--- config.mk ---
export PLATFORM = sky130hd
export DESIGN_NAME = ttim_slot
export DESIGN_NICKNAME = d
export VERILOG_FILES = /design/src/design/ttim_pkg.sv /design/src/design/ttim_slot.sv
export SDC_FILE = /design/constraint.sdc
export NUM_CORES = 2
export LEC_CHECK = 0
export BUFFER_PORTS_ARGS = -buffer_cell sky130_fd_sc_hd__buf_2
export CELL_PAD_IN_SITES_DETAIL_PLACEMENT = 1
export CELL_PAD_IN_SITES_GLOBAL_PLACEMENT = 1
export CORE_MARGIN = 2
export CORE_UTILIZATION = 41
export CTS_BUF_LIST = sky130_fd_sc_hd__clkbuf_4 sky130_fd_sc_hd__clkbuf_8
export DETAILED_ROUTE_END_ITERATION = 8
export GPL_TIMING_DRIVEN = 0
export HOLD_SLACK_MARGIN = 0.08
export PLACE_DENSITY = 0.66
export SLEW_MARGIN = 20
export SYNTH_ARGS = -nofsm -noshare
export SYNTH_HDL_FRONTEND = slang
export SYNTH_SLANG_ARGS = --single-unit
--- constraint.sdc ---
create_clock -name clk -period 10.4 [get_ports clk]
set_input_delay 2.08 -clock clk [delete_from_list [all_inputs] [get_ports clk]]
set_output_delay 2.08 -clock clk [all_outputs]
set_load 0.01 [all_outputs]
--- src/design/ttim_pkg.sv ---
`timescale 1ns / 1ps
package ttim_pkg;

  localparam int IDX_W      = 32;
  localparam int EXT_W      = 16;
  localparam int NUM_AXES   = 6;
  localparam int AX_W       = 3;
  localparam int RANK_W     = 3;
  localparam int PERM_W     = 18;
  localparam int CFG_IDX_W  = 3;
  localparam int CFG_DATA_W = 18;
  localparam int ST_W       = 2;
  localparam int RECIP_W    = IDX_W + 1;
  localparam int CNT_W      = IDX_W + 1;
  localparam int REM_W      = EXT_W + 1;

  localparam logic [CFG_IDX_W-1:0] REG_RANK = 3'd0;
  localparam logic [CFG_IDX_W-1:0] REG_PERM = 3'd1;
  localparam logic [CFG_IDX_W-1:0] REG_EXT0 = 3'd2;

  localparam logic [ST_W-1:0] ST_OK       = 2'd0;
  localparam logic [ST_W-1:0] ST_BAD_PERM = 2'd1;
  localparam logic [ST_W-1:0] ST_RANGE    = 2'd2;

  localparam logic [RANK_W-1:0] RANK_RST = 3'd1;
  localparam logic [PERM_W-1:0] PERM_RST = 18'd181896;
  localparam logic [EXT_W-1:0]  EXT_RST  = 16'd1;

  // Per-slot tables; slot k handles output axis rank-1-k (innermost first).
  typedef struct packed {
    logic                                  perm_ok;
    logic [CNT_W-1:0]                      count;
    logic [NUM_AXES-1:0]                   used;
    logic [NUM_AXES-1:0][EXT_W-1:0]        div;
    logic [NUM_AXES-1:0][RECIP_W-1:0]      recip;
    logic [NUM_AXES-1:0][IDX_W-1:0]        istr;
  } map_cfg_t;

  typedef struct packed {
    logic [IDX_W-1:0] rest;
    logic [IDX_W-1:0] acc;
    logic [EXT_W-1:0] coord;
    logic [ST_W-1:0]  status;
  } beat_t;

endpackage

--- src/design/ttim_slot.sv ---
`timescale 1ns / 1ps
module ttim_slot (
  input  logic                         clk,
  input  logic                         rst_n,
  input  logic                         up_valid,
  input  ttim_pkg::beat_t              up_beat,
  output logic                         up_en,
  input  logic                         down_en,
  output logic                         down_valid,
  output ttim_pkg::beat_t              down_beat,
  input  logic [ttim_pkg::EXT_W-1:0]   div,
  input  logic [ttim_pkg::RECIP_W-1:0] recip,
  input  logic [ttim_pkg::IDX_W-1:0]   istr_prev,
  input  logic                         used
);
  import ttim_pkg::*;

  localparam int PROD_W = IDX_W + RECIP_W;
  localparam int MAC_W  = IDX_W + EXT_W;

  logic             a_v_r, b_v_r, c_v_r;
  beat_t            a_beat_r, b_beat_r, c_beat_r;
  logic [IDX_W-1:0] a_qe_r, b_qe_r;
  logic [REM_W-1:0] b_rem_r;

  logic             a_en, b_en, c_en;
  logic [PROD_W-1:0] prod_a;
  logic [MAC_W-1:0] mac_a, qd_b;
  logic [IDX_W-1:0] diff_b;
  beat_t            a_beat_nxt, c_beat_nxt;
  logic             fix_c;
  logic [REM_W-1:0] sub_c;

  assign c_en  = !c_v_r || down_en;
  assign b_en  = !b_v_r || c_en;
  assign a_en  = !a_v_r || b_en;
  assign up_en = a_en;

  // Stage A: quotient estimate by reciprocal, and the previous slot's term.
  always_comb begin
    prod_a         = PROD_W'(up_beat.rest) * PROD_W'(recip);
    mac_a          = MAC_W'(up_beat.coord) * MAC_W'(istr_prev);
    a_beat_nxt     = up_beat;
    a_beat_nxt.acc = up_beat.acc + mac_a[IDX_W-1:0];
    a_beat_nxt.coord = '0;
  end

  // Stage B: remainder of the estimate, below twice the divisor.
  always_comb begin
    qd_b   = MAC_W'(a_qe_r) * MAC_W'(div);
    diff_b = a_beat_r.rest - qd_b[IDX_W-1:0];
  end

  // Stage C: the estimate may be one short; fix it up.
  always_comb begin
    fix_c      = b_rem_r >= {1'b0, div};
    sub_c      = b_rem_r - {1'b0, div};
    c_beat_nxt = b_beat_r;
    if (used) begin
      if (fix_c) begin
        c_beat_nxt.coord = sub_c[EXT_W-1:0];
        c_beat_nxt.rest  = b_qe_r + IDX_W'(1);
      end else begin
        c_beat_nxt.coord = b_rem_r[EXT_W-1:0];
        c_beat_nxt.rest  = b_qe_r;
      end
    end else begin
      c_beat_nxt.coord = '0;
    end
  end

  always_ff @(posedge clk) begin
    if (!rst_n) begin
      a_v_r <= 1'b0;
      b_v_r <= 1'b0;
      c_v_r <= 1'b0;
    end else begin
      if (a_en) a_v_r <= up_valid;
      if (b_en) b_v_r <= a_v_r;
      if (c_en) c_v_r <= b_v_r;
    end
  end

  always_ff @(posedge clk) begin
    if (a_en) begin
      a_beat_r <= a_beat_nxt;
      a_qe_r   <= prod_a[IDX_W +: IDX_W];
    end
    if (b_en) begin
      b_beat_r <= a_beat_r;
      b_qe_r   <= a_qe_r;
      b_rem_r  <= diff_b[REM_W-1:0];
    end
    if (c_en) begin
      c_beat_r <= c_beat_nxt;
    end
  end

  assign down_valid = c_v_r;
  assign down_beat  = c_beat_r;

endmodule

==> impl_metrics.tcl <==
set metrics [dict create \
    dieArea_um2 151300 \
    port_buffers 239 \
    cap_violations 0 \
    synth_area_leader_cell "fa_1" \
    post_drt_wl_per_cell_um 27.18 \
    synth_most_common_cell "inv_1" \
    synth_top_cell_area_share_pct 45.14 \
    crit_family "adder cells" \
    cts_tree "built" \
    cp_slowest_stage_delay_ps 690 \
    setup_viol 0 \
    cts_root_buf "clkbuf_8" \
    cp_data_required_time_ps 10810 \
    routed_wl_um 231100 \
    fmax_mhz 97.18 \
    synth_common_cells "inv_1, fa_1, nand2_1" \
    startpoint_type "input pin" \
    core_area_um2 147500 \
    min_path_type "reg -> reg" \
    fp-row-count 141 \
    ys_ff_latch 298 \
    syn_to_final_growth_pct 8.165 \
    final.period_utilization_pct 98.95 \
    run_status "completed" \
    synth_area_um2 60760 \
    finalHoldViolations 0 \
    synth-edff-count 295 \
    grt_pass1_wl_um 340300 \
    cts.path.max_buffers 3 \
    io_pins 252 \
    grt_pass1_vias 50500 \
    synth.distinct_cells 66 \
    vias_per_cell 5.298 \
    fin_ws_ps 109.4 \
    chipHeight_um 389.0 \
    antenna_left 0 \
    relSlewSlack_pct 10.32 \
    path_buf_inv 4 \
    cp_common_cell "fa_1" \
    crit_arrival_ps 10700 \
    grt_overflow 0 \
    drtPass1Iterations 5 \
    crit_path_top_delay_cell "clkbuf_1" \
    skew_ps 60.37 \
    initial_core_util_pct 41.20 \
    remaining_drc_errors 0 \
    cp-end-kind "flop" \
    synth_area_leaders "fa_1, edfxtp_1, inv_1" \
    synth_nets 8148 \
    yosysSeqAreaShare_pct 14.68 \
    die_w_um 389.0 \
    seq_area_um2 8919 \
    crit_type "in -> reg" \
    cts.htree.levels 2 \
    fillerInstances 16940 \
    preCtsSetupSlack_ps -1155 \
    critPathMaxFanout 10 \
    r2r_slack_ps 4160 \
    clk_pin_slew_ps 80 \
    yosysWarnings 0 \
    postSynthAreaPerCell_um2 9.775 \
    syn-instance-count 6216 \
    report.final.slew_viol_count 0 \
    gp_congestion 0.9690 \
    multiInputGateArea_um2 45320 \
    cts_made_buffers 46 \
    grt_usage_pct 31.18 \
    path_cells "buf_2 > clkbuf_1 > and2_1 > fa_1 > inv_1 > fa_1 > fa_1 > fa_1 > inv_1 > fa_1 > fa_1 > fa_1 > fa_1 > ha_1 > a21oi_1 > o211ai_1 > o21bai_1 > a21oi_2 > a21o_1 > o21a_1 > o31ai_1 > a211oi_1 > nor2_1" \
    drt_iter0_drc 3194 \
    drive_above_1_share_pct 6.048 \
    clk_latency_ps 680 \
    worst_pin_slew_ps 1345 \
    ys.flop_type "edfxtp_1" \
    cts.sinks 298 \
    async_reset_ff_share_pct 0 \
    antenna_found_initial 29 \
    final_nets 8444 \
    finalCriticalPeriod_ps 10290 \
    hold_buffers 0 \
    grt_max_degree 72 \
    vias 45040 \
    hpwl_um 191500 \
]
==> layout make-up <==
cell class	count	share of cell area [%]
Clock inverter	29	0.4093
Buffer	297	1.843
Tap cell	1930	3.674
Inverter	1449	8.283
Timing Repair Buffer	248	2.107
Clock buffer	55	1.066
Multi-Input combinational cell	4172	68.96
Antenna cell	24	0.09138
Sequential cell	298	13.57
==> sequential cells by signal, summed over array words and instances, names as in the netlist <==
| register | flops |
|---|---|
| a_beat_r | 66 |
| a_qe_r | 32 |
| a_v_r | 1 |
| b_beat_r | 66 |
| b_qe_r | 32 |
| b_rem_r | 17 |
| b_v_r | 1 |
| down_beat | 82 |
| down_valid | 1 |
==> layout by cell type, fill, tap and decap left out, types with 5 or more instances in the layout <==
cell      count
inv_1      1448
xor2_1       34
ha_1        394
clkbuf_4     10
a211oi_1     11
buf_16        5
nand4_1      14
a21oi_1     115
nor3_1       28
a21o_1       34
clkbuf_2     52
nand2b_1     12
o211ai_1      7
a31oi_1       9
nor2_1       92
or3_1         8
nand3_1      30
clkbuf_1    233
buf_2       242
and2_1      724
o21ai_0      55
xnor2_1     147
fa_1       1370
o21bai_1     13
clkbuf_8     46
nand2_1     940
edfxtp_1    295
diode_2      24
o31ai_1       6
nor2b_1      19
o21a_1       16
nor4_1        8
and3_1       16
clkinv_1     12
==> cell families after synthesis <==
family                     count (synthesis)  share of synthesized area (%)
buffers and inverters                   1746                          10.81
muxes                                      3                        0.05148
adders and majority gates               1764                          53.25
DFF                                      298                          14.68
xor gates and xnor gates                 181                          2.609
and+or+nand+nor                         1914                          15.38
AOI/OAI and AO/OA                        310                          3.223
==> metrics by stage <==
stage / instances / setup TNS, ps / hold slack (ps) / utilization (%) / area, µm²
global placement: 8385 / -17060 / 400.4 / 43.65 / 64370
global route: 8480 / -1.861 / 417.7 / 44.53 / 65670
CTS: 8476 / 0 / 407.8 / 44.46 / 65570
detailed placement: 8392 / -14870 / 405.2 / 43.78 / 64570
finish: 8502 / 0 / 409.2 / 44.56 / 65720
floorplan: 6216 / 0 / 400.3 / - / 60760
==> worst paths after layout <==
path,cells past startpoint,endpoint,from
worst max-delay path,23,a_qe_r[29],up_beat[62]
worst min-delay path,0,down_beat[46],b_beat_r[46]
worst max register to register,19,b_rem_r[16],a_qe_r[3]
worst min register to register,0,down_beat[46],b_beat_r[46]
==> per-layer routing <==
| layer | track usage (%) | wire length [µm] |
|---|---|---|
| met1 | 41.53 | 95160 |
| met2 | 50.31 | 106900 |
| met3 | 4.892 | 16790 |
| met4 | 14.13 | 12180 |
| met5 | 0 | 82 |
==> repair_timing <==
action                     in CTS  in global routing
setup endpoints to repair      10                 15
gates resized for setup        16                 80
setup buffers                   0                  1
pin swaps                       0                  2
hold endpoints to repair        0                  0
Power is not shown: default switching activity piles up to over one toggle a cycle in this logic, so the estimate is an artifact.
