--- src/design/ttim_pkg.sv ---
`timescale 1ns / 1ps
package ttim_pkg;

  localparam int IDX_W      = 32;
  localparam int EXT_W      = 16;
  localparam int NUM_AXES   = 6;
  localparam int AX_W       = 3;
  localparam int RANK_W     = 3;
  localparam int PERM_W     = 18;
  localparam int CFG_IDX_W  = 3;
  localparam int CFG_DATA_W = 18;
  localparam int ST_W       = 2;
  localparam int RECIP_W    = IDX_W + 1;
  localparam int CNT_W      = IDX_W + 1;
  localparam int REM_W      = EXT_W + 1;

  localparam logic [CFG_IDX_W-1:0] REG_RANK = 3'd0;
  localparam logic [CFG_IDX_W-1:0] REG_PERM = 3'd1;
  localparam logic [CFG_IDX_W-1:0] REG_EXT0 = 3'd2;

  localparam logic [ST_W-1:0] ST_OK       = 2'd0;
  localparam logic [ST_W-1:0] ST_BAD_PERM = 2'd1;
  localparam logic [ST_W-1:0] ST_RANGE    = 2'd2;

  localparam logic [RANK_W-1:0] RANK_RST = 3'd1;
  localparam logic [PERM_W-1:0] PERM_RST = 18'd181896;
  localparam logic [EXT_W-1:0]  EXT_RST  = 16'd1;

  // Per-slot tables; slot k handles output axis rank-1-k (innermost first).
  typedef struct packed {
    logic                                  perm_ok;
    logic [CNT_W-1:0]                      count;
    logic [NUM_AXES-1:0]                   used;
    logic [NUM_AXES-1:0][EXT_W-1:0]        div;
    logic [NUM_AXES-1:0][RECIP_W-1:0]      recip;
    logic [NUM_AXES-1:0][IDX_W-1:0]        istr;
  } map_cfg_t;

  typedef struct packed {
    logic [IDX_W-1:0] rest;
    logic [IDX_W-1:0] acc;
    logic [EXT_W-1:0] coord;
    logic [ST_W-1:0]  status;
  } beat_t;

endpackage

--- src/design/ttim_setup.sv ---
`timescale 1ns / 1ps
module ttim_setup #(
  parameter int MAX_RANK = 6
) (
  input  logic                          clk,
  input  logic                          rst_n,
  input  logic                          cfg_we,
  input  logic [ttim_pkg::CFG_IDX_W-1:0] cfg_index,
  input  logic [ttim_pkg::CFG_DATA_W-1:0] cfg_wdata,
  output ttim_pkg::map_cfg_t            map_cfg,
  output logic                          busy
);
  import ttim_pkg::*;

  localparam int STEP_W = 6;
  localparam logic [STEP_W-1:0] DIV_STEPS  = STEP_W'(RECIP_W);
  localparam logic [STEP_W-1:0] SETUP_LAST = STEP_W'(RECIP_W + 1);
  localparam logic [CNT_W-1:0]  CAP = {1'b1, {IDX_W{1'b0}}};
  localparam int SAT_W = CNT_W + EXT_W;

  logic [RANK_W-1:0] rank_r;
  logic [PERM_W-1:0] perm_r;
  logic [EXT_W-1:0]  ext_r [NUM_AXES];
  logic              busy_r;
  logic [STEP_W-1:0] step_r;

  logic [EXT_W-1:0]   sd_r  [NUM_AXES];
  logic [AX_W-1:0]    sa_r  [NUM_AXES];
  logic [NUM_AXES-1:0] used_r;
  logic               ok_r;
  logic [EXT_W-1:0]   rem_r [NUM_AXES];
  logic [RECIP_W-1:0] q_r   [NUM_AXES];
  logic [IDX_W-1:0]   is_r  [NUM_AXES];
  logic [IDX_W-1:0]   sis_r [NUM_AXES];
  logic [IDX_W-1:0]   run_r;
  logic [CNT_W-1:0]   cnt_r;

  logic [RANK_W-1:0]  r_use;
  logic [AX_W-1:0]    ax   [NUM_AXES];
  logic [AX_W-1:0]    sa   [NUM_AXES];
  logic [EXT_W-1:0]   dv   [NUM_AXES];
  logic [NUM_AXES-1:0] used;
  logic               perm_ok;
  logic [7:0]         seen;
  logic [AX_W-1:0]    pos;
  logic [EXT_W-1:0]   rem_nxt [NUM_AXES];
  logic [RECIP_W-1:0] q_nxt   [NUM_AXES];
  logic [REM_W-1:0]   trial;
  logic               stride_step;
  logic [AX_W-1:0]    j_ax;
  logic [AX_W-1:0]    k_sl;
  logic [IDX_W+EXT_W-1:0] run_prod;
  logic [SAT_W-1:0]   cnt_prod;
  logic [IDX_W-1:0]   run_nxt;
  logic [CNT_W-1:0]   cnt_nxt;

  // Rank decode and permutation check.
  always_comb begin
    seen    = '0;
    perm_ok = 1'b1;
    pos     = '0;
    if (rank_r == '0) begin
      r_use = RANK_W'(1);
    end else if (rank_r > RANK_W'(MAX_RANK)) begin
      r_use = RANK_W'(MAX_RANK);
    end else begin
      r_use = rank_r;
    end
    for (int i = 0; i < NUM_AXES; i++) begin
      ax[i] = perm_r[i*AX_W +: AX_W];
      if (AX_W'(i) < r_use) begin
        if (ax[i] >= r_use || seen[ax[i]]) begin
          perm_ok = 1'b0;
        end
        seen[ax[i]] = 1'b1;
      end
    end
    for (int k = 0; k < NUM_AXES; k++) begin
      used[k] = AX_W'(k) < r_use;
      sa[k]   = '0;
      dv[k]   = EXT_RST;
      if (used[k]) begin
        pos   = r_use - AX_W'(k) - AX_W'(1);
        sa[k] = ax[pos];
        if (sa[k] < AX_W'(NUM_AXES)) begin
          dv[k] = ext_r[sa[k]];
        end
      end
    end
  end

  // One quotient bit of 2^IDX_W / divisor per step, for every slot at once.
  always_comb begin
    trial = '0;
    for (int k = 0; k < NUM_AXES; k++) begin
      trial = {rem_r[k], step_r == STEP_W'(1)};
      if (trial >= {1'b0, sd_r[k]}) begin
        rem_nxt[k] = EXT_W'(trial - {1'b0, sd_r[k]});
        q_nxt[k]   = {q_r[k][RECIP_W-2:0], 1'b1};
      end else begin
        rem_nxt[k] = trial[EXT_W-1:0];
        q_nxt[k]   = {q_r[k][RECIP_W-2:0], 1'b0};
      end
    end
  end

  // Stride and element-count chains, one axis per step.
  always_comb begin
    stride_step = step_r >= STEP_W'(1) && step_r <= STEP_W'(NUM_AXES)
                  && step_r[AX_W-1:0] <= r_use;
    j_ax     = r_use - step_r[AX_W-1:0];
    k_sl     = step_r[AX_W-1:0] - AX_W'(1);
    run_prod = (IDX_W+EXT_W)'(run_r) * (IDX_W+EXT_W)'(ext_r[j_ax]);
    run_nxt  = run_prod[IDX_W-1:0];
    cnt_prod = SAT_W'(cnt_r) * SAT_W'(sd_r[k_sl]);
    cnt_nxt  = (cnt_prod > SAT_W'(CAP)) ? CAP : cnt_prod[CNT_W-1:0];
  end

  always_ff @(posedge clk) begin
    if (!rst_n) begin
      rank_r <= RANK_RST;
      perm_r <= PERM_RST;
      for (int i = 0; i < NUM_AXES; i++) begin
        ext_r[i] <= EXT_RST;
      end
    end else if (cfg_we) begin
      unique case (cfg_index)
        REG_RANK: rank_r <= cfg_wdata[RANK_W-1:0];
        REG_PERM: perm_r <= cfg_wdata[PERM_W-1:0];
        default:  ext_r[cfg_index - REG_EXT0] <= cfg_wdata[EXT_W-1:0];
      endcase
    end
  end

  always_ff @(posedge clk) begin
    if (!rst_n) begin
      busy_r <= 1'b1;
      step_r <= '0;
    end else if (cfg_we) begin
      busy_r <= 1'b1;
      step_r <= '0;
    end else if (busy_r) begin
      if (step_r == SETUP_LAST) begin
        busy_r <= 1'b0;
      end else begin
        step_r <= step_r + STEP_W'(1);
      end
    end
  end

  always_ff @(posedge clk) begin
    if (busy_r && !cfg_we) begin
      if (step_r == '0) begin
        for (int k = 0; k < NUM_AXES; k++) begin
          sd_r[k]  <= dv[k];
          sa_r[k]  <= sa[k];
          rem_r[k] <= '0;
          q_r[k]   <= '0;
        end
        used_r <= used;
        ok_r   <= perm_ok;
        run_r  <= IDX_W'(1);
        cnt_r  <= CNT_W'(1);
      end else begin
        if (step_r <= DIV_STEPS) begin
          for (int k = 0; k < NUM_AXES; k++) begin
            rem_r[k] <= rem_nxt[k];
            q_r[k]   <= q_nxt[k];
          end
        end
        if (stride_step) begin
          is_r[j_ax] <= run_r;
          run_r      <= run_nxt;
          cnt_r      <= cnt_nxt;
        end
        if (step_r == SETUP_LAST) begin
          for (int k = 0; k < NUM_AXES; k++) begin
            if (used_r[k] && sa_r[k] < AX_W'(NUM_AXES)) begin
              sis_r[k] <= is_r[sa_r[k]];
            end else begin
              sis_r[k] <= '0;
            end
          end
        end
      end
    end
  end

  always_comb begin
    map_cfg.perm_ok = ok_r;
    map_cfg.count   = cnt_r;
    map_cfg.used    = used_r;
    for (int k = 0; k < NUM_AXES; k++) begin
      map_cfg.div[k]   = sd_r[k];
      map_cfg.recip[k] = q_r[k];
      map_cfg.istr[k]  = sis_r[k];
    end
  end

  assign busy = busy_r;

endmodule

--- config.mk ---
export PLATFORM = sky130hd
export DESIGN_NAME = ttim_setup
export DESIGN_NICKNAME = d
export VERILOG_FILES = /design/src/design/ttim_pkg.sv /design/src/design/ttim_setup.sv
export SDC_FILE = /design/constraint.sdc
export NUM_CORES = 2
export LEC_CHECK = 0
export BUFFER_PORTS_ARGS = -buffer_cell sky130_fd_sc_hd__buf_2
export CAP_MARGIN = 20
export CORE_UTILIZATION = 40
export CTS_CLUSTER_SIZE = 40
export DETAILED_ROUTE_END_ITERATION = 10
export SLEW_MARGIN = 20
export SYNTH_ARGS = -nofsm -noshare
export SYNTH_HDL_FRONTEND = slang
export SYNTH_SLANG_ARGS = --single-unit
--- constraint.sdc ---
create_clock -name clk -period 53.7 [get_ports clk]
set_clock_uncertainty 0.05 [all_clocks]
set_input_delay 5.37 -clock clk [delete_from_list [all_inputs] [get_ports clk]]
set_output_delay 5.37 -clock clk [all_outputs]
set_load 0.1 [all_outputs]
==> run metrics <==
status complete, no violations; Critical Path Sink cnt_r[7]; Final min period 10480 ps; CP arrival 11000 ps; Area after DPL 90930 um^2; R2R Setup Slk 43220 ps; Crit Reg-Reg Startpoint step_r[0]; GRT Residual Overflow 0; Max-Cap Viols 0; setup TNS 0 ps; top cells by area, synth edfxtp_1 (33%), fa_1 (17%), mux4_2 (7.3%), nand2_1 (5.1%), mux2i_1 (4.7%); P&R area growth vs syn 9.888%; fin worst setup slack 43220 ps; first-pass GRT wire length 427900 um; Crit. End Element flop; die area about 220000 um^2; slew of the pin with the lowest slew margin 1145 ps; slowest CP cell ha_1; Final #Nets 9458; count leader, synth nand2_1; synth cell count leaders nand2_1 (1177), inv_1 (962), edfxtp_1 (960), fa_1 (743), nor2_1 (573); total number of vias roughly 65000; worst hold path class reg2reg; post-synth top area share 0.3333; Ys Warns 0; share of layout cells above drive strength 1 0.1545; Crit path buffers/inverters 8; Tot GR Track Use 0.2617; initial antenna violation count 21; Initial DRT Pass Iterations 6; Critical Path Stages 31; syn avg cell area around 10 um^2; num rows 170; I/O Pins 551; synthesized instance count 8250; Syn Nets 9330; RSZ-0062 raised after global routing false; crit path max fanout 37; #FFs+latches synth approximately 1000; clock slew seen by the registers of the worst setup and hold paths 60 ps; Detail Placement HPWL 199400 um; max frequency 95.45 MHz; reg2reg end cnt_r[7]; DR WL/cell 25.42 um; Post-DRT Antenna Nets 0; ys async rst share 0; CTS root buffer clkbuf_16; DRT Wirelength 287900 um; CP delay by family, top adder cells; kind of critical path reg2reg; CTS sink cnt approximately 1000; DRC viols 0; Starting Density 0.4026; vias in the first global route 65950; Worst setup SP type flop; GPL Wtd Cong a little over 0.9; Critical Path Max Stage Delay 1010 ps; WP data required 54220 ps; largest net degree at the start of global routing 198; EDFF count, synth 960; post-CTS setup buffer count 0; Die Ht 467.0 um; CP Launch Point step_r[0]; slew margin rel. 0.2367; CTS Buf Count 115; Setup violations, final 0; predominant post-synthesis flop cell edfxtp_1; Skew-Pair Late Insertion Delay 810 ps; Hold Fails Final Rpt 0; CTS tree built; core region area approximately 210000 um^2; FF-to-FF path depth 31; post-CTS sizing 0; largest area contributor in the netlist edfxtp_1; HP Start sis_r[4][8]; Final period util 0.1951; htree depth 3; mapped cell area 86480 um^2; die width 467.0 um; Filler cells 20058; I/O Buffers 550; vias per inst 5.739; Iter 0 DRT Violations 6394; sequential share of the synthesized area 0.3472; largest buffer count on any clock path 3; Final Max Tran Viols 0; Finished Cell Area 95040 um^2; Netlist cell types 81; hold_buf cts 0; post-place setup slack 43390 ps
## sequential cells by signal, summed over array words and instances, names as in the netlist, 18 cells and up
register / cells
perm_r: 18
is_r: 192
q_r: 198
cnt_r: 33
sa_r: 18
sis_r: 192
ext_r: 128
run_r: 32
rem_r: 96
sd_r: 96
## worst reg2reg max path: cells and delay by family, from the launching register on
family	cells	cell delay, ps
adder cells (fa/ha/maj)	8	4410
AO/OA/AOI/OAI	5	1630
AND/OR/NAND/NOR	8	1790
flip-flops	1	310
buffers and inverters	8	1500
XOR/XNOR	1	160
multiplexers	1	390
## area by class of cell
class / count / area, um^2 / share of cell area
Tap cell: 2838 / 3551 / 0.03736
Clock inverter: 78 / 982.2 / 0.01033
Antenna cell: 9 / 22.52 / 0.0002370
Clock buffer: 140 / 3042 / 0.03201
Multi-Input combinational cell: 5587 / 49920 / 0.5253
Sequential cell: 1020 / 30030 / 0.3160
Inverter: 966 / 3626 / 0.03815
Timing Repair Buffer: 688 / 3864 / 0.04066
## logic make-up (layout without fill, tap and decap cells)
kind of cell    after synthesis  in the layout  synth area share
simple gates               2679           2679            0.1421
buf+inv                    1643           1872           0.08021
fa+ha+maj                  1057           1057            0.2174
flops                      1020           1020            0.3472
compound gates              982            982           0.07342
mux                         723            723            0.1249
xor+xnor                    145            145           0.01477
other cells                   1             10        0.00004336
## worst min-delay path by stage
| stage | end | slack, ps | cells past startpoint |
|---|---|---|---|
| floorplan | perm_r[17] | 460 | 2 |
| global placement | sis_r[4][8] | 380 | 2 |
| detailed placement | sis_r[4][8] | 390 | 2 |
| CTS | sis_r[4][8] | 400 | 2 |
| global route | sis_r[4][27] | 430 | 2 |
| finish | sis_r[4][8] | 390 | 2 |
## per-stage QoR
stage | std cells | utilization | hold slack, ps
floorplan | 8250 | - | 462.8
global placement | 11093 | 0.4230 | 381.9
detailed placement | 11097 | 0.4233 | 386.3
CTS | 11315 | 0.4420 | 399.4
global route | 11318 | 0.4423 | 430.7
finish | 11326 | 0.4424 | 394.8
## cell usage in the layout, fill, tap and decap left out, drive strengths merged, types with 10 or more instances in the layout
master / n
a21oi: 188
xnor2: 103
inv: 973
a31oi: 65
mux4: 281
o21a: 16
a211oi: 236
a21boi: 43
clkinvlp: 14
fa: 743
ha: 313
nor3b: 14
and3: 22
o211ai: 25
o41ai: 11
mux2: 36
and2: 473
or2: 16
nor3: 67
nor4: 18
buf: 688
nand2: 1178
mux2i: 406
clkbuf: 140
a2111oi: 10
a21o: 57
nand2b: 41
nand4: 35
nor2b: 93
nor2: 574
clkinv: 42
o21ai: 243
nand3: 121
edfxtp: 960
xor2: 42
o21bai: 14
bufinv: 15
dfxtp: 60
or3: 15
## per-layer routing
| metal | track usage | share of wire |
|---|---|---|
| met5 | 0 | 0.00042 |
| met4 | 0.1350 | 0.055 |
| met3 | 0.05186 | 0.090 |
| met2 | 0.4167 | 0.46 |
| met1 | 0.3378 | 0.39 |
Power is left out: the tool's default activity adds up to more than one toggle a clock period on the data nets, which glitch-free logic cannot reach.
